### src/rtl/rec_pkg.sv
// package for the rotary encoder counter: widths, codes, fsm states and
// controller/datapath command and status structs; no dependencies
`default_nettype none

package rec_pkg;

  localparam int unsigned COUNT_BITS = 16;
  localparam int unsigned EXT_W = (COUNT_BITS > 16) ? COUNT_BITS : 16;
  localparam int unsigned DIV_STEPS = 8;
  localparam int unsigned STEP_W = $clog2(DIV_STEPS);

  localparam logic [1:0] REG_WRAP_LIMIT = 2'd0;
  localparam logic [1:0] REG_PULSE_DIVIDER = 2'd1;

  localparam logic [1:0] DIR_IDLE = 2'd0;
  localparam logic [1:0] DIR_CW = 2'd1;
  localparam logic [1:0] DIR_CCW = 2'd2;

  typedef enum logic [1:0] {
    ST_IDLE,
    ST_DIV,
    ST_WAIT
  } rec_state_t;

  typedef struct packed {
    logic accept;
    logic div_step;
    logic load_out;
  } rec_cmd_t;

  typedef struct packed {
    logic div_done;
  } rec_status_t;

endpackage

`default_nettype wire

### src/rtl/rotary_encoder_counter.sv
// rotary encoder counter top level: controller plus datapath, depends on rec_pkg
// an input transaction is accepted only when idle; it then runs the eight-step
// restoring divider for pulses and waits while the previous output is stalled;
// no new transaction is accepted until its result is loaded for output
// reset: synchronous active-high rst clears count, edge history and state, and
// sets config (wrap_limit 20, pulse_divider 1)
`default_nettype none

module rotary_encoder_counter import rec_pkg::*; (
  input  wire logic        clk,
  input  wire logic        rst,
  input  wire logic        cfg_write_en,
  input  wire logic [1:0]  cfg_index,
  input  wire logic [15:0] cfg_data,
  input  wire logic        in_valid,
  output logic             in_stall,
  input  wire logic        clk_level,
  input  wire logic        dt_level,
  input  wire logic        switch_level,
  output logic             out_valid,
  input  wire logic        out_stall,
  output logic [1:0]       direction,
  output logic             moving,
  output logic             pressed,
  output logic [7:0]       pulses,
  output logic [15:0]      position
);

  rec_cmd_t    cmd;
  rec_status_t status;

  rec_ctrl u_ctrl (
    .clk       (clk),
    .rst       (rst),
    .in_valid  (in_valid),
    .in_stall  (in_stall),
    .out_valid (out_valid),
    .out_stall (out_stall),
    .status    (status),
    .cmd       (cmd)
  );

  rec_datapath u_datapath (
    .clk          (clk),
    .rst          (rst),
    .cfg_write_en (cfg_write_en),
    .cfg_index    (cfg_index),
    .cfg_data     (cfg_data),
    .clk_level    (clk_level),
    .dt_level     (dt_level),
    .switch_level (switch_level),
    .cmd          (cmd),
    .status       (status),
    .direction    (direction),
    .moving       (moving),
    .pressed      (pressed),
    .pulses       (pulses),
    .position     (position)
  );

`ifndef NO_ASSERTIONS
  a_busy_after_accept: assert property (@(posedge clk) disable iff (rst)
    cmd.accept |=> in_stall)
    else $error("block not busy after input transaction");

  a_valid_from_load: assert property (@(posedge clk) disable iff (rst)
    $rose(out_valid) |-> $past(cmd.load_out))
    else $error("output valid without a load");

  a_moving_matches: assert property (@(posedge clk) disable iff (rst)
    out_valid |-> (moving == (direction != DIR_IDLE)) && (direction != 2'd3))
    else $error("moving and direction disagree");
`endif

endmodule

`default_nettype wire

### src/rtl/rec_ctrl.sv
// controller fsm for the rotary encoder counter
// depends on rec_pkg
`default_nettype none

module rec_ctrl import rec_pkg::*; (
  input  wire logic        clk,
  input  wire logic        rst,
  input  wire logic        in_valid,
  output logic             in_stall,
  output logic             out_valid,
  input  wire logic        out_stall,
  input  wire rec_status_t status,
  output rec_cmd_t         cmd
);

  rec_state_t state;
  rec_state_t state_next;
  logic       out_valid_next;

  always_ff @(posedge clk) begin
    if (rst) begin
      state     <= ST_IDLE;
      out_valid <= 1'b0;
    end else begin
      state     <= state_next;
      out_valid <= out_valid_next;
    end
  end

  always_comb begin
    state_next   = state;
    cmd.accept   = 1'b0;
    cmd.div_step = 1'b0;
    cmd.load_out = 1'b0;
    in_stall     = 1'b1;
    case (state)
      ST_IDLE: begin
        in_stall = 1'b0;
        if (in_valid) begin
          cmd.accept = 1'b1;
          state_next = ST_DIV;
        end
      end
      ST_DIV: begin
        cmd.div_step = 1'b1;
        if (status.div_done) begin
          state_next = ST_WAIT;
        end
      end
      ST_WAIT: begin
        if (!out_valid || !out_stall) begin
          cmd.load_out = 1'b1;
          state_next   = ST_IDLE;
        end
      end
      default: begin
        state_next = ST_IDLE;
      end
    endcase

    if (cmd.load_out) begin
      out_valid_next = 1'b1;
    end else if (out_valid && !out_stall) begin
      out_valid_next = 1'b0;
    end else begin
      out_valid_next = out_valid;
    end
  end

endmodule

`default_nettype wire

### src/rtl/rec_datapath.sv
// datapath for the rotary encoder counter: config registers, count update,
// restoring divider for pulses and the output register; depends on rec_pkg
`default_nettype none

module rec_datapath import rec_pkg::*; (
  input  wire logic        clk,
  input  wire logic        rst,
  input  wire logic        cfg_write_en,
  input  wire logic [1:0]  cfg_index,
  input  wire logic [15:0] cfg_data,
  input  wire logic        clk_level,
  input  wire logic        dt_level,
  input  wire logic        switch_level,
  input  wire rec_cmd_t    cmd,
  output rec_status_t      status,
  output logic [1:0]       direction,
  output logic             moving,
  output logic             pressed,
  output logic [7:0]       pulses,
  output logic [15:0]      position
);

  logic [15:0]           wrap_limit;
  logic [7:0]            pulse_divider;
  logic [COUNT_BITS-1:0] count;
  logic [COUNT_BITS-1:0] count_next;
  logic                  last_clock;
  logic                  last_switch;
  logic [1:0]            dir_item;
  logic [1:0]            dir_next;
  logic                  pressed_item;
  logic                  switch_active;
  logic [7:0]            quot;
  logic [7:0]            rem;
  logic [8:0]            rem_shift;
  logic [STEP_W-1:0]     step;

  logic [EXT_W-1:0] lim;
  logic [EXT_W-1:0] wrap_ext;
  logic [EXT_W-1:0] mask_ext;
  logic [EXT_W-1:0] cnt_ext;
  logic [EXT_W-1:0] cnt_dec;
  logic [EXT_W:0]   cnt_inc;
  logic [EXT_W-1:0] cnt_new;
  logic [EXT_W-1:0] next_ext;

  always_ff @(posedge clk) begin
    if (rst) begin
      wrap_limit    <= 16'd20;
      pulse_divider <= 8'd1;
    end else if (cfg_write_en) begin
      case (cfg_index)
        REG_WRAP_LIMIT: begin
          wrap_limit <= cfg_data;
        end
        REG_PULSE_DIVIDER: begin
          pulse_divider <= (cfg_data[7:0] == 8'd0) ? 8'd1 : cfg_data[7:0];
        end
        default: begin
        end
      endcase
    end
  end

  // next count on a rising encoder clock edge
  always_comb begin
    switch_active = ~switch_level;
    wrap_ext = EXT_W'(wrap_limit);
    mask_ext = EXT_W'({COUNT_BITS{1'b1}});
    lim      = (wrap_ext > mask_ext) ? mask_ext : wrap_ext;
    cnt_ext  = EXT_W'(count);
    cnt_dec  = cnt_ext - EXT_W'(1);
    cnt_inc  = {1'b0, cnt_ext} + (EXT_W + 1)'(1);
    cnt_new  = cnt_ext;
    dir_next = DIR_IDLE;
    if (clk_level && !last_clock) begin
      if (dt_level != clk_level) begin
        dir_next = DIR_CW;
        if (cnt_ext == '0) begin
          cnt_new = lim;
        end else if (cnt_dec > lim) begin
          cnt_new = '0;
        end else begin
          cnt_new = cnt_dec;
        end
      end else begin
        dir_next = DIR_CCW;
        if (cnt_inc > {1'b0, lim}) begin
          cnt_new = '0;
        end else begin
          cnt_new = cnt_inc[EXT_W-1:0];
        end
      end
    end
    count_next = cnt_new[COUNT_BITS-1:0];
    next_ext   = EXT_W'(count_next);
    rem_shift  = {rem, quot[7]};
  end

  always_ff @(posedge clk) begin
    if (rst) begin
      count       <= '0;
      last_clock  <= 1'b0;
      last_switch <= 1'b0;
    end else if (cmd.accept) begin
      count       <= count_next;
      last_clock  <= clk_level;
      last_switch <= switch_active;
    end
  end

  // restoring division of the low count byte, one quotient bit a cycle
  always_ff @(posedge clk) begin
    if (cmd.accept) begin
      dir_item     <= dir_next;
      pressed_item <= switch_active & ~last_switch;
      quot         <= next_ext[7:0];
      rem          <= 8'd0;
      step         <= '0;
    end else if (cmd.div_step) begin
      step <= step + STEP_W'(1);
      if (rem_shift >= {1'b0, pulse_divider}) begin
        rem  <= 8'(rem_shift - {1'b0, pulse_divider});
        quot <= {quot[6:0], 1'b1};
      end else begin
        rem  <= rem_shift[7:0];
        quot <= {quot[6:0], 1'b0};
      end
    end
  end

  assign status.div_done = (step == STEP_W'(DIV_STEPS - 1));

  always_ff @(posedge clk) begin
    if (cmd.load_out) begin
      direction <= dir_item;
      moving    <= (dir_item != DIR_IDLE);
      pressed   <= pressed_item;
      pulses    <= quot;
      position  <= cnt_ext[15:0];
    end
  end

endmodule

`default_nettype wire

### config.mk
export PLATFORM = sky130hd
export DESIGN_NAME = rotary_encoder_counter
export DESIGN_NICKNAME = d
export VERILOG_FILES = /design/src/rtl/rec_pkg.sv /design/src/rtl/rotary_encoder_counter.sv /design/src/rtl/rec_ctrl.sv /design/src/rtl/rec_datapath.sv
export SDC_FILE = /design/constraint.sdc
export NUM_CORES = 1
export LEC_CHECK = 0
export ABC_AREA = 1
export ABC_CLOCK_PERIOD_IN_PS = 7950
export BUFFER_PORTS_ARGS = -buffer_cell sky130_fd_sc_hd__buf_2
export CORE_ASPECT_RATIO = 1.2
export CORE_MARGIN = 2
export CORE_UTILIZATION = 25
export CTS_CLUSTER_SIZE = 40
export DETAILED_ROUTE_END_ITERATION = 8
export SLEW_MARGIN = 10
export SYNTH_ARGS = -nofsm -noshare
export SYNTH_HDL_FRONTEND = slang
export SYNTH_HIERARCHICAL = 1
export SYNTH_SLANG_ARGS = --single-unit
export TNS_END_PERCENT = 50
### constraint.sdc
create_clock -name clk -period 7.95 [get_ports clk]
set_input_delay 0 -clock clk [delete_from_list [all_inputs] [get_ports clk]]
set_output_delay 0 -clock clk [all_outputs]
set_load 0.05 [all_outputs]
# Word-level counts from Yosys, hierarchy flattened
# Index checks and enable logic that the tools add are counted.
[totals] ff_bits=95 inputBits=26 out_inout_bits=30 elab_cells=78
[op_classes] addsub=4 n_lt_le_gt_ge=4 eq_ne=8 n_mux=24 n_bitwise=3 n_reduce_logical=17
[op_table] operator="$mux W16" count=5
[op_table] operator="$mux W8" count=5
[op_table] operator="$add A16 B1 Y17 const B" count=1
[op_table] operator="$gt A17 B16 Y1" count=1
[op_table] operator="$gt A16 B16 Y1" count=1
[op_table] operator="$gt A16 B16 Y1 const B" count=1
[op_table] operator="$logic_not A16 Y1" count=1
[op_table] operator="$sub A16 B1 Y16 const B" count=1
[op_table] operator="$ge A9 B8 Y1" count=1
[op_table] operator="$mux W1" count=9
[op_table] operator="$logic_not A8 Y1" count=1
[op_table] operator="$mux W2" count=4
[op_table] operator="$sub A8 B8 Y8" count=1
[op_table] operator="$pmux W2 S3" count=1
[op_table] operator="$reduce_and A2 Y1" count=3
[op_table] operator="$reduce_bool A2 Y1" count=3
[op_table] operator="$eq A2 B1 Y1 const B" count=2
[op_table] operator="$logic_not A2 Y1" count=2
[op_table] operator="$ne A2 B2 Y1 const B" count=2
[op_table] operator="$add A3 B1 Y3 const B" count=1
[op_table] operator="$eq A3 B3 Y1 const B" count=1
[op_table] operator="$logic_not A1 Y1" count=3
[op_table] operator="$reduce_and A3 Y1" count=1
[op_table] operator="$eq A2 B2 Y1 const B" count=1
[op_table] operator="other kinds (6)" count=8

# Longest topological paths before layout
# Gate-level depths: netlist of run 1.
[logic_depth] word_depth=8 ltp_mapped=22 ltp_nobuf=21

# Cells and area by module
# Netlist of run 1, hierarchy kept.
[by_module_without_submodules] mod="rec_datapath" n_inst=1 cells_each=714 area_each_um2=5562.8 seq_area_each_um2=2232.1
[by_module_without_submodules] mod="rec_ctrl" n_inst=1 cells_each=24 area_each_um2=161.4 seq_area_each_um2=60.1

# Least setup slack after synthesis of run 1
# Ideal clock, no wire load.
[synth_path] kind="reg-to-reg" from="register u_datapath.count[0], in the netlist u_datapath/cnt_ext[0]" to="register u_datapath.quot[0], data pin" setup_ns=0.257 arrival_time_ns=2.555 required_ns=7.693 setup_slack_ns=5.138 path_stages_with_launch=19 n_path_buf=1 period_less_slack_ns=2.812 path_cell_list="dfxtp_1 inv_2 nor3_4 nand2_2 nor2_4 nand2_2 o21ai_0 nand2_2 ha_1 and3_1 nor3b_1 nand2_1 nand2_1 nand2_2 buf_6 a21oi_2 nand2_1 nand2_2 o21ai_2"
[synth_between] elab_chain_len=7 elab_cells_between_ends=11 classes_between="2 x add/sub; 2 x order compare; 6 x mux; 1 x reduce/logical"
[synth_rtl] item="start, declared" line="rec_datapath.sv:25" rtl="logic [COUNT_BITS-1:0] count;"
[synth_rtl] item="start signal, assigned" line="rec_datapath.sv:106" rtl="count <= count_next;"
[synth_rtl] item="$sub A16 B1 Y16" line="rec_datapath.sv:72" rtl="cnt_dec = cnt_ext - EXT_W'(1);"
[synth_rtl] item="$gt A16 B16 Y1" line="rec_datapath.sv:81" rtl="end else if (cnt_dec > lim) begin"
[synth_rtl] item="$mux W16" line="rec_datapath.sv:81"
[synth_rtl] item="$mux W16" line="rec_datapath.sv:79" rtl="if (cnt_ext == '0) begin"
[synth_rtl] item="$mux W16" line="rec_datapath.sv:77" rtl="if (dt_level != clk_level) begin"
[synth_rtl] item="$mux W8 *" line="rec_datapath.sv:76" rtl="if (clk_level && !last_clock) begin"
[synth_rtl] item="$mux W8 *" line="rec_datapath.sv:114" rtl="if (cmd.accept) begin"
[synth_rtl] item="end signal, assigned" line="rec_datapath.sv:117" rtl="quot <= next_ext[7:0];"
[synth_rtl] item="end signal, assigned" line="rec_datapath.sv:124" rtl="quot <= {quot[6:0], 1'b1};"
[synth_rtl] item="end signal, assigned" line="rec_datapath.sv:127" rtl="quot <= {quot[6:0], 1'b0};"
[synth_rtl] item="end, declared" line="rec_datapath.sv:33" rtl="logic [7:0] quot;"
# Every way passes the cells marked *; elsewhere a longest branch is shown, timed or not.
# A chain may end at the register's enable or synchronous reset.

# Worst setup path after layout of run 1
[layout_path] from="register u_datapath.count[0], in the netlist u_datapath/cnt_ext[0]" to="register u_datapath.quot[4], data pin"
[layout_between] elab_chain_len=7 elab_cells_between_ends=11 classes_between="2 x add/sub; 2 x order compare; 6 x mux; 1 x reduce/logical"
[layout_rtl] item="$sub A16 B1 Y16" line="rec_datapath.sv:72"
[layout_rtl] item="$gt A16 B16 Y1" line="rec_datapath.sv:81"
[layout_rtl] item="$mux W16" line="rec_datapath.sv:81"
[layout_rtl] item="$mux W16" line="rec_datapath.sv:79"
[layout_rtl] item="$mux W16 *" line="rec_datapath.sv:77"
[layout_rtl] item="$mux W8 *" line="rec_datapath.sv:76"
[layout_rtl] item="$mux W8 *" line="rec_datapath.sv:114"
# Marked as above.

==> summary.txt, run 1 <==
Outcome
  • Status: completed

Floorplan
  • Initial Util: 25.5%
  • Die area: 0.0241 sq mm
  • CORE AREA: 0.0224 sq mm
  • Rows: 60
  • Die Y: 170 um
  • Top Ports: 56
  • Die X: 142 um

Detailed routing
  • Pre-antenna DRT Iters: 5
  • WL final: 14,400 um
  • Vias per inst: 4.52
  • Iter 0 DRT Violations: a little under 300
  • DRT antenna net count: 0
  • DRC: 0
  • Via count: slightly below 5,000
  • Routed WL per cell: 13.2 um

Global route
  • First-pass GRT wire length: 23,700 um
  • Largest net degree at the start of global routing: 29
  • Antenna violations before repair: 0
  • Vias in the first global route: 4,777
  • GRT Total Usage: 12.4%
  • Gr ovfl total: 0

STA
  • Clk_skew: 0.00737 ns
  • Post-route setup slack: 4.49 ns
  • F_max: 289 MHz
  • Final hold violation count: 0
  • Fin crit share: 43.5%
  • Slew Limit Fails: 0
  • Setup violation total in the final timing report: 0
  • Fin crit period: 3.46 ns
  • Setup TNS: 0 ns
  • Relative slew slack: 36.9%
  • Measured slew at the worst slew-check pin: around 0.94 ns
  • RSZ-0062 raised after global routing: no

Pwr
  • Sequential share of power: 36.6%
  • Power per cell area: roughly 240 mW/mm^2
  • Clock Power Share: 25.6%
  • Leak: 0.00298 uW
  • Net Sw Power: 630 uW
  • Logic gate share of total power: 37.8%
  • Max VDD drop: 0.000102 V
  • Cell Int Power: 989 uW
  • Switching portion of total power: 38.9%

Job
  • Max_cap viols: 0

Yosys
  • Most frequent cells after synthesis: nand2_1 (191), inv_1 (86), a21oi_1 (65)
  • Distinct cells, synth: a little over 40
  • Sequential fraction of the synthesis area: between 40% and 50%
  • Ys flop type: dfxtp_1
  • Register bit total from synthesis: 95
  • Cell taking the most area after synthesis: edfxtp_1
  • XOR/XNOR share of the synthesized area: 4.44%
  • Syn avg cell area: 7.76 sq um
  • Simple-gate share of the synthesized area: 26.2%
  • Yosys top cell area share: 20.5%
  • Post-synthesis compound-gate area fraction: about a tenth
  • Multiplexer area fraction after synthesis: 0%
  • Syn Inst Count: around 740
  • Largest family of logic cells by synthesized area: simple AND/OR/NAND/NOR gates
  • Number of synthesized flops with an enable pin: 39
  • Mapped cell area: 0.00572 sq mm
  • Count leader, synth: nand2_1
  • Adder-Cell Fraction of Synth Area: between 9 and 10%
  • Syn_nets: 809
  • Synthesis Warnings: 6
  • FFs w/ async S/R, synth: 0%
  • Area contributors post-synth: edfxtp_1 (20%), dfxtp_1 (20%), nand2_1 (13%)

Clock tree
  • TritonCTS clock tree: built
  • PostCTS Resize Cnt: 0
  • Reg clk slew, reported paths: 0.07 ns
  • CTS Sinks: 95
  • CTS Buf Count: 9
  • Clock Tree Root: clkbuf_16
  • CTS max path bufs: 2
  • Htree depth: 3
  • Clk_lat worst skew: 0.36 ns

Worst setup path
  • Slowest CP cell: dfxtp_1
  • Worst Setup End Kind: flip-flop
  • Critical Path AT: 3.57 ns
  • Worst path most repeated cell: nand2_1
  • Slowest stage delay, CP: ~0.46 ns
  • Peak fanout along the critical path: 16
  • Crit-path cells: inv_2 > nor3_4 > nand2_2 > nor2_4 > nand2_2 > o21ai_0 > nand2_2 > ha_1 > and3_1 > nor3b_1 > nand2_1 > nand2_1 > nand2_2 > a21oi_1 > nand2_1 > nand2_1 > nand2_1
  • Critical Path RT: 8.06 ns
  • Startpoint types: flip-flop
  • Crit Path Class: reg -> reg

Final layout
  • Area growth syn-to-layout: 17.2%
  • Design Area, Final: about 0.0067 sq mm
  • Layout cells sized above 1: between 10% and 20%
  • Antenna diodes: 0
  • Nets: 875
  • Fin cells: approximately 1,100
  • Post-route core utilization: between 20% and 30%

Placed design
  • DP Wirelength: 11,300 um
  • Pre-CTS setup slack: 4.51 ns
  • GP Congestion: 0.950
  • Placed Cells: 1,052
  • PortBufs: 55
  • Placed inst area: 0.00623 sq mm

Min path
  • Hold WC Path Type: in -> reg
-- power groups by stage --
stage	clock, uW	combinational [uW]	sequential, uW
6_report	415	612	592
5_1_grt	446	705	598
4_1_cts	430	614	592
3_5_place_dp	0	602	603
3_3_place_gp	0	599	603
2_1_floorplan	0	499	587
-- cells by family after synthesis --
kind of cell | count (synthesis)
buffers and inverters | 117
AO/OA/AOI/OAI | 113
XOR/XNOR | 29
flip-flops | 95
adder cells (fa/ha/maj) | 45
AND/OR/NAND/NOR | 339
-- critical path: cells and delay by family, from the launching register on --
| family | cells | cell delay, ns |
|---|---|---|
| DFF | 1 | 0.46 |
| AOI/OAI and AO/OA | 2 | 0.41 |
| adders and majority gates | 1 | 0.28 |
| and+or+nand+nor | 13 | 1.91 |
| buffers and inverters | 1 | 0.14 |
-- layout make-up --
| class | count | area [sq um] |
|---|---|---|
| sequential | 95 | 2290 |
| multi-input combinational | 526 | 2940 |
| tap | 279 | 349 |
| inverter | 94 | 357 |
| clock buffer | 9 | 225 |
| timing repair buffer | 78 | 498 |
| clock inverter | 7 | 53.8 |
| fill | 2419 | 15700 |
-- per-stage QoR --
stage,hold slack (ns),power [uW]
after floorplan,0.0691,1090
after global placement,0.217,1200
after detailed placement,0.226,1200
after CTS,0.0495,1640
after global routing,0.120,1750
final,0.0504,1620
-- flip-flops by register name, summed over array words and instances (netlist names) --
name / flops
u_datapath/pressed: 1
u_datapath/position: 16
u_ctrl/out_valid: 1
u_datapath/last_clock: 1
u_datapath/quot: 8
u_datapath/last_switch: 1
u_ctrl/state: 2
u_datapath/dir_item: 2
u_datapath/pulses: 8
u_datapath/step: 3
u_datapath/cnt_ext: 16
u_datapath/rem: 8
u_datapath/pulse_divider: 8
u_datapath/wrap_ext: 16
u_datapath/pressed_item: 1
u_datapath/direction: 2
u_datapath/moving: 1
-- cell usage in the layout (no fill, tap or decap), types with 2 or more instances in the layout --
master and instances:
clkinv_2 3, clkinv_4 2, nor3_2 6, o21bai_1 2
o21ai_1 5, a22o_1 2, inv_1 86, edfxtp_1 39
dfxtp_1 56, xor2_1 26, a21o_1 2, nor2_2 8
nand2_1 191, nand2_2 8, a21oi_2 4, nor2_1 50
ha_1 44, nand4_1 10, dlygate4sd3_1 20, and3_1 2
o211ai_1 2, nand3_1 49, buf_4 3, a21oi_1 65
nor2_4 2, buf_2 55, nor3_1 6, clkbuf_16 9
xnor2_1 3, inv_2 5, o21ai_0 30, inv_4 2
-- what timing repair did --
| action | 4_1_cts | 5_1_grt |
|---|---|---|
| buffers inserted | 0 | 0 |
| endpoints found under the hold margin | 28 | 0 |
| setup endpoints to repair | 0 | 0 |
| hold buffers | 20 | 0 |
-- routing by layer --
layer | routed length (um) | vias to the layer above | global-route usage, % | share of wire [%]
met5 | 0 | - | 0 | 0
met4 | 309 | 0 | 4.74 | 2.2
li1 | - | 2543 | - | -
met2 | 7130 | 99 | 21.9 | 50
met3 | 550 | 18 | 2.12 | 3.8
met1 | 6370 | 2261 | 15.0 | 44
-- path summary, 6_finish.rpt --
kind                                      start                                        to  slack [ns]  cells after the start
max          u_datapath/cnt_ext[0]$_SDFFE_PP0P_              u_datapath/quot[4]$_DFFE_PP_        4.49                     17
min                                cfg_index[1]  u_datapath/pulse_divider[7]$_SDFFE_PP0P_        0.05                      3
max reg2reg  u_datapath/cnt_ext[0]$_SDFFE_PP0P_              u_datapath/quot[4]$_DFFE_PP_        4.49                     17
min reg2reg   u_datapath/pressed_item$_DFFE_PP_              u_datapath/pressed$_DFFE_PP_        0.43                      0
Power figures use the tool's default switching activity.
==> run 2: changes to the inputs <==
ABC_CLOCK_PERIOD_IN_PS = 3300   (was 7950)
clock period = 3.3 ns   (was 7.95 ns; I/O delays follow)
==> summary.txt, run 2 (synthesis gave the netlist of run 1 again) <==
Worst setup path
  • Reg2reg path depth: 18 (+1)
  • FF-to-FF End: u_datapath/quot[5]$_DFFE_PP_
  • Crit Path Class: reg -> reg
  • Worst setup path start: u_datapath/cnt_ext[1]$_SDFFE_PP0P_
  • R2r setup slk: 0.30 ns (-4.19 ns)
  • Critical Path RT: 3.42 ns (-4.64 ns)
  • Critical Path AT: 3.11 ns (-0.46 ns)
  • Startpoint types: flip-flop
  • Reg2reg start: u_datapath/cnt_ext[1]$_SDFFE_PP0P_
  • Critical Path Sink: u_datapath/quot[5]$_DFFE_PP_
  • Worst Setup End Kind: flip-flop
  • Peak fanout along the critical path: 8 (-8)

Detailed routing
  • Routed WL per cell: 13.7 um (+3.7%)
  • Met3 routed wirelength: 582 um (+5.8%)
  • Via count: 4,997 (+1.5%)
  • WL final: 15,200 um (+5.6%)
  • DRC: 0 (unchanged)
  • Met2 wire length: 7440 um (+4.4%)
  • Iter 0 DRT Violations: 258 (-12%)
  • Max Used Layer: met4
  • Routed length on met1: 6590 um (+3.4%)
  • Vias per inst: 4.51 (-0.29%)
  • Pre-antenna DRT Iters: 5 (unchanged)
  • DRT antenna net count: 0 (unchanged)

Min path
  • Hold WC Path Type: in -> reg
  • Min-delay src: cfg_index[1]

STA
  • Fin crit period: 3.00 ns (-0.462 ns)
  • Measured slew at the worst slew-check pin: 0.760 ns (-0.184 ns)
  • Final hold violation count: 0 (unchanged)
  • Setup violation total in the final timing report: 0 (unchanged)
  • Relative slew slack: 49.2% (+12 points)
  • Slew Limit Fails: 0 (unchanged)
  • F_max: 334 MHz (+15%)
  • Hold WS: 0.0557 ns (+0.00534 ns)
  • Setup TNS: 0 ns (unchanged)
  • Fin crit share: 90.8% (+47 points)
  • Clk_skew: 0.00623 ns (-0.00114 ns)

Placed design
  • PortBufs: 55 (unchanged)
  • GP Congestion: 0.957 (+0.73%)
  • DP Wirelength: 11,600 um (+2.7%)

Job
  • Max_cap viols: 0 (unchanged)

Outcome
  • Status: completed

Floorplan
  • CORE AREA: 0.0224 sq mm (unchanged)
  • Initial Util: 25.5% (unchanged)
  • Die area: 0.0241 sq mm (unchanged)
  • Rows: 60 (unchanged)
  • Die Y: 170 um (unchanged)
  • Top Ports: 56 (unchanged)
  • Die X: 142 um (unchanged)

Global route
  • Largest net degree at the start of global routing: 29 (unchanged)
  • Vias in the first global route: 4,813 (+0.75%)
  • Antenna violations before repair: 0 (unchanged)
  • GRT Total Usage: 12.9% (+0.45 points)
  • First-pass GRT wire length: 24,200 um (+2.3%)
  • Gr ovfl total: 0 (unchanged)

Clock tree
  • CTS max path bufs: 2 (unchanged)
  • CTS Buf Count: 9 (unchanged)
  • TritonCTS clock tree: built
  • Reg clk slew, reported paths: 0.07 ns (about the same)
  • Clk_lat worst skew: 0.36 ns (about the same)
  • Htree depth: 3 (unchanged)
  • CTS Sinks: 95 (unchanged)
  • Clock Tree Root: clkbuf_16

Final layout
  • Commonest non-fill, non-tap cell in the layout: nand2_1
  • Seq. cell area: 0.00229 sq mm (unchanged)
  • Most frequent cells in the layout: nand2_1 (189), inv_1 (86), a21oi_1 (65)
  • Antenna diodes: 0 (unchanged)
  • Nets: 895 (+2.3%)
  • Area growth syn-to-layout: 21.0%
  • Layout cells sized above 1: 16.8% (+2.7 points)
  • Fill cells: 2,397 (-0.91%)
  • Area of the multi-input gates: 0.00300 sq mm (+2.3%)

Pwr
  • Total power: 4010 uW (+150%)
  • Power per cell area: 579 mW/mm^2 (+140%)
  • Leak: 0.00310 uW (+3.9%)
  • Max VDD drop: 0.000253 V (+150%)
run 2: cell types whose count changed in the layout (fill, tap and decap cells not counted), moves of 2 or more:
cell	delta
buf_4	+19
nand2_4	+3
clkinv_2	-2
clkinv_4	-2
nand2_1	-2
xor2_1	-2
xor2_2	+2
run 2: worst min-delay path by stage:
stage / to / slack [ns] / cells after the start
floorplan: u_ctrl/out_valid$_SDFFE_PP0P_ / 0.07 / 1
global placement: u_datapath/last_switch$_SDFFE_PP0P_ / 0.22 / 2
detailed placement: u_datapath/last_switch$_SDFFE_PP0P_ / 0.22 / 2
CTS: u_datapath/pulse_divider[7]$_SDFFE_PP0P_ / 0.05 / 3
global route: u_datapath/pulse_divider[7]$_SDFFE_PP0P_ / 0.11 / 3
finish: u_datapath/pulse_divider[6]$_SDFFE_PP0P_ / 0.06 / 3
run 2: stage by stage:
stage	instance area (sq um)	setup WS (ns)	std cells	utilization, %
final	6920	0.303	1108	30.8
after global routing	6920	-0.0235	1108	30.8
after detailed placement	6370	0.0901	1070	28.4
after CTS	6850	0.0705	1106	30.5
after global placement	6370	0.195	1070	28.4
after floorplan	5720	0.488	738	-
run 2: layout make-up:
class	instances	share of cell area, %
inverter	94	5.15
tap	279	5.04
multi-input combinational	527	43.4
clock buffer	10	3.36
timing repair buffer	97	9.25
clock inverter	6	0.741
sequential	95	33.1
run 2: per-layer routing:
metal	up-vias	global-route usage, %
met5	-	0
met4	0	6.00
met3	32	2.40
met2	105	22.2
met1	2285	15.5
li1	2575	-
run 2: power by group:
part	internal [uW]	switching, uW	total, uW
Combinational	578	1000	1580
Sequential	1340	73.9	1410
Clock	534	481	1010
run 2: critical path, stage by stage, from the launching register on:
cell and delay [ns]:
dfxtp_1 0.33, buf_4 0.12, ha_1 0.17, nand2_1 0.08, nor2_2 0.18, nand2_2 0.11, inv_1 0.08, nand4_1 0.09
xor2_1 0.20, ha_1 0.31, and3_1 0.17, nor3b_2 0.20, nand2_1 0.09, nand2_2 0.15, nand2_4 0.12, a21oi_1 0.15
nand2_1 0.07, nand2_1 0.07, nand2_1 0.05
run 2: what timing repair did:
| item | 4_1_cts | 5_1_grt |
|---|---|---|
| buffers inserted | 0 | 1 |
| hold endpoints to repair | 29 | 0 |
| hold buffers | 20 | 0 |
| endpoints found under the setup margin | 0 | 24 |
| resized for setup | 0 | 12 |
